<file path="src/rtl/ils_pkg.sv">
`timescale 1ns / 1ps

package ils_pkg;

   localparam int FUNC_W    = 3;
   localparam int INDEX_W   = 6;
   localparam int VALUE_W   = 32;
   localparam int COUNT_W   = 7;
   localparam int CALC_W    = 16;   // scratch width for index / count compares
   localparam int WIDE_W    = 64;   // widest supported word

   typedef enum logic [FUNC_W-1:0] {
      FN_APPEND = 3'd0,
      FN_INSERT = 3'd1,
      FN_GET    = 3'd2,
      FN_SET    = 3'd3,
      FN_REMOVE = 3'd4,
      FN_CLEAR  = 3'd5
   } func_type;

   // broadcast to every cell of the chain
   typedef struct packed {
      logic ins;   // target cell loads, cells above take their lower neighbour
      logic rmv;   // target and cells above take their upper neighbour
      logic wr;    // target cell loads in place
   } cell_ctl_type;

endpackage

</file>
<file path="src/rtl/ils_cell.sv">
`timescale 1ns / 1ps

module ils_cell #(
   parameter int DATA_WIDTH = 32,
   parameter int CNT_W      = 7,
   parameter int POS        = 0
) (
   input  logic                    clock,
   input  ils_pkg::cell_ctl_type   ctl,
   input  logic [CNT_W-1:0]        sel_pos,
   input  logic [DATA_WIDTH-1:0]   wr_word,
   input  logic [DATA_WIDTH-1:0]   left_word,
   input  logic [DATA_WIDTH-1:0]   right_word,
   output logic [DATA_WIDTH-1:0]   word,
   output logic [DATA_WIDTH-1:0]   rd_word
);

   localparam logic [CNT_W-1:0] MY_POS = CNT_W'(POS);

   logic                  hit;
   logic                  above;
   logic [DATA_WIDTH-1:0] word_ff;
   logic [DATA_WIDTH-1:0] word_in;

   assign hit   = (sel_pos == MY_POS);
   assign above = (MY_POS > sel_pos);

   always_comb begin
      word_in = word_ff;
      if (ctl.ins) begin
         if (hit) begin
            word_in = wr_word;
         end else if (above) begin
            word_in = left_word;
         end
      end else if (ctl.rmv) begin
         if (hit || above) begin
            word_in = right_word;
         end
      end else if (ctl.wr) begin
         if (hit) begin
            word_in = wr_word;
         end
      end
   end

   always_ff @(posedge clock) begin
      word_ff <= word_in;
   end

   assign word    = word_ff;
   assign rd_word = hit ? word_ff : '0;

endmodule

</file>
<file path="config.mk">
export PLATFORM = sky130hd
export DESIGN_NAME = ils_cell
export DESIGN_NICKNAME = d
export VERILOG_FILES = /design/src/rtl/ils_pkg.sv /design/src/rtl/ils_cell.sv
export SDC_FILE = /design/constraint.sdc
export NUM_CORES = 1
export LEC_CHECK = 0
export BUFFER_PORTS_ARGS = -buffer_cell sky130_fd_sc_hd__buf_2
export CAP_MARGIN = 20
export CORE_ASPECT_RATIO = 1.4
export CORE_MARGIN = 8
export CORE_UTILIZATION = 41
export CTS_CLUSTER_DIAMETER = 150
export DETAILED_ROUTE_END_ITERATION = 10
export PLACE_DENSITY_LB_ADDON = 0.08
export RECOVER_POWER = 100
export SETUP_SLACK_MARGIN = 0.15
export SYNTH_ARGS = -nofsm -noshare
export SYNTH_HDL_FRONTEND = slang
export SYNTH_SLANG_ARGS = --single-unit
</file>
<file path="constraint.sdc">
create_clock -name clock -period 6 [get_ports clock]
set_clock_uncertainty 0.2 [all_clocks]
set_input_delay 1.2 -clock clock [delete_from_list [all_inputs] [get_ports clock]]
set_output_delay 1.2 -clock clock [all_outputs]
set_load 0.01 [all_outputs]
</file>
# == Word-level counts from Yosys, hierarchy flattened ==
# Index checks and enable logic that the tools add are counted.
# totals
word_cells,17
output_inout_bits,64
memories,0
mem_bits_ro,0
latchBits,0
ff_bits,32
mem_bits_rw,0
# classes
n_eq_ne,2
magnitude_cmp,1
n_addsub,0
mul,0
mux,8
n_reduce_logical,5
bitwise,0
shifts,0
div_mod_pow,0
# op_table
operator,count
2-to-1 mux 32 bit,8
"greater-than comparator 1 x 7 -> 1 bit, first input constant",1
logical NOT 7 bit,1
"inequality test 3 x 1 -> 1 bit, second input constant",2
nonzero test 3 bit,2
AND reduction 4 bit,1
logical OR 1 bit,1

# == Logic depth before layout (Yosys ltp) ==
# logic_depth
word_depth,5
ltp_mapped,5
mapped_depth_nobuf,3

# == Worst setup path after synthesis ==
# Ideal clock, no wire load.
# synth_timing
kind,input port to flip-flop
startpoint,in sel_pos[2]
endpoint,"reg word_ff[0], in the netlist word[0], enable pin"
stages,4
t_required_ns,5.339
t_arrival_ns,4.254
setup_slack_ns,1.085
setup_time_ns,0.461
n_path_buf,2
cell_sequence,or4_4 > buf_6 > buf_8 > nor3_1
# synth_between
elab_chain_len,4
elab_cells_between_ends,7
cone_classes,order compare: 1; eq/ne: 2; reduce/logical: 4
# synth_rtl
element,line_no,rtl
"start, declared",ils_cell.sv:10,"input logic [CNT_W-1:0] sel_pos,"
greater-than comparator 1 x 7 -> 1 bit or logical NOT 7 bit (tied branches),"ils_cell.sv:26, ils_cell.sv:25",
logical OR 1 bit,ils_cell.sv:37,if (hit || above) begin
inequality test 3 x 1 -> 1 bit (no line),--,
AND reduction 4 bit (no line) (*),--,
"end signal, assigned",ils_cell.sv:48,word_ff <= word_in;
"end, declared",ils_cell.sv:22,logic [DATA_WIDTH-1:0] word_ff;
# Every way passes the cells marked *; elsewhere a longest branch is shown, timed or not.
# A chain may end at the register's enable or synchronous reset.

# == Worst setup path after layout ==
# layout_timing
startpoint,in sel_pos[1]
endpoint,"reg word_ff[2], in the netlist word[2], enable pin"
# Same word-level chain as after synthesis.

==> flow_summary.ini <==
[outcome]
status = finished with violations
violations = capacitance limit, slew limit

[placed_design]
gp_congestion = 0.835
post-place-cells = 446
post-place-ws_ns = 1.97
dp_hpwl_microns = 6100
port_buffers = 170

[cells_and_area]
largest_reg_flops = 32
fin_nets = 490
most-common-layout-cells = buf_2, clkbuf_1
areaGrowthSynthToFinish_pct = 31.4
drive_gt1_frac = 0.368
stdcell_count = 453
layout.cells.most_common = buf_2
insertedDiodeCount = 0

[logic_synthesis]
synth_top_family_by_area = simple AND/OR/NAND/NOR gates
yosysWarnings = 0
ys_seq_elements = 32
synth_compound_area_frac = 0.262
synth-xor-area-share = 0
synth_cell_type_count = 18
yosysSeqAreaShare = 0.402
synth_fa_ha_area_frac = 0
postSynthCellCount = 234
avgSynthCellArea_sq_um = 10.2
syn-num-nets = 341
synth_top_area_frac = 0.402
muxShareOfSynthArea = 0
synth_area_leaders = edfxtp_1, o211ai_2, a22oi_1, and3_1, nand4_1
syn_area_sq_mm = 0.00239
yosysTopAreaCell = edfxtp_1
synth-simple-area-share = 0.263

[power_and_ir_drop]
power_density_mw_per_mm2 = 160
peakVddDrop_mv = 0.101
p_leak_nw = 1.34

[detailed_routing]
avgViaCountPerCell = 5.70
dr.pass1.iters = 4
antenna_left = 0
drt-initial-drc-count = 184
wl_per_cell_microns = 19.0
routed-via-count = 2584
wl_microns = 8590
drc = 0

[grt]
grt_pass1_wl_microns = 13100
track_usage = 0.188
antenna_found_initial = 0
grt_max_degree = 68
grt-ovfl-total = 0
grt_pass1_vias = 2628

[die]
core-area_sq_mm = 0.00574
rows = 33
start_util = 0.416
die-area_sq_mm = 0.00856
ios = 171
die_h_microns = 106
die_w_microns = 80.5

[worst_setup_path]
cpMaxStageDelayCell = nor3_1
required_ns = 5.74
cp_data_arrival_time_ns = 4.17
critPathMaxFanout = 33
startpoint = sel_pos[1]
crit_path_start_kind = primary input
end_kind = flip-flop
crit_path_max_incr_delay_ns = 1.40
cp_cell_sequence = clkbuf_1 > or3_1 > nor3_1 > buf_4
critPathKind = primary input to flip-flop

[run]
cap_viol_max_count = 2

[timing]
rsz0062_at_grt = no
setup_viol = 0
setup_slack_ns = 1.58
slew_headroom = -0.0464
worst_pin_slew_ns = 1.57
slew_viol_final = 34
fin_setup_tns_ns = 0
fmax_mhz = 226
fin_crit_sh = 0.737
finalHoldViolCount = 0
period_minus_slack_ns = 4.42

[clock_tree]
cts_sinks = 32
cts_buffer_depth = 2
cts_tree = built
cts.repair.resized = 0
cts_made_buffers = 5
cts_setup_buffers = 0
hold_buffers = 0
cts_root_buf = clkbuf_8
clkSlewWorstSetupHoldPaths_ns = 0.07
htree_levels = 2

[hold_path]
hp-class = primary input to flip-flop
min_from = right_word[19]
-- synth_stat cells, drive strengths merged --
cell type   n
or4         1
a22oi      32
nand4      32
nor4        1
nor2b       1
nor3        3
edfxtp     32
nor2        1
buf         8
clkbuf     26
o211ai     32
and3       32
or3         1
nand3      32
-- worst max-delay path: cells and delay by family --
family | cells | cell delay (ns)
simple gates | 2 | 2.37
buf+inv | 2 | 0.58
-- final cells by class --
class,count,area (sq um)
tap,70,87.6
sequential,32,961
fill,591,2600
multi-input combinational,168,1200
clock inverter,2,7.51
timing repair buffer,176,812
clock buffer,5,68.8
-- cells by family (layout without fill, tap and decap cells) --
family          count (synthesis)  after routing
flops                          32             32
buf+inv                        34            183
compound gates                 64             64
simple gates                  104            104
-- through the flow --
stage          utilization  power (W)  hold WS (ns)  cell area [sq um]
2_1_floorplan            -   0.000313          1.21               2390
3_3_place_gp         0.560   0.000364          1.30               3220
3_5_place_dp         0.560   0.000366          1.30               3220
4_1_cts              0.574   0.000511          1.01               3290
5_1_grt              0.547   0.000529          1.01               3140
6_report             0.547   0.000502          1.02               3140
-- power by group --
part	internal (W)	switching, W
sequential	0.000250	0.000000655
clock	0.0000764	0.0000695
combinational	0.0000472	0.0000581
-- layer usage --
| layer | global-route usage | wire, microns | up-vias | part of all wire |
|---|---|---|---|---|
| li1 | - | - | 1264 | - |
| met1 | 0.221 | 3300 | 1186 | 0.38 |
| met2 | 0.316 | 4360 | 118 | 0.51 |
| met3 | 0.0541 | 726 | 16 | 0.084 |
| met4 | 0.0614 | 205 | 0 | 0.024 |
| met5 | 0 | 0 | - | 0 |
-- final timing paths --
kind | end | slack, ns | depth (start not counted)
hold / removal | word[19] | 1.02 | 3
setup / recovery | word[2] | 1.58 | 4
(Power assumes the default switching activity.)
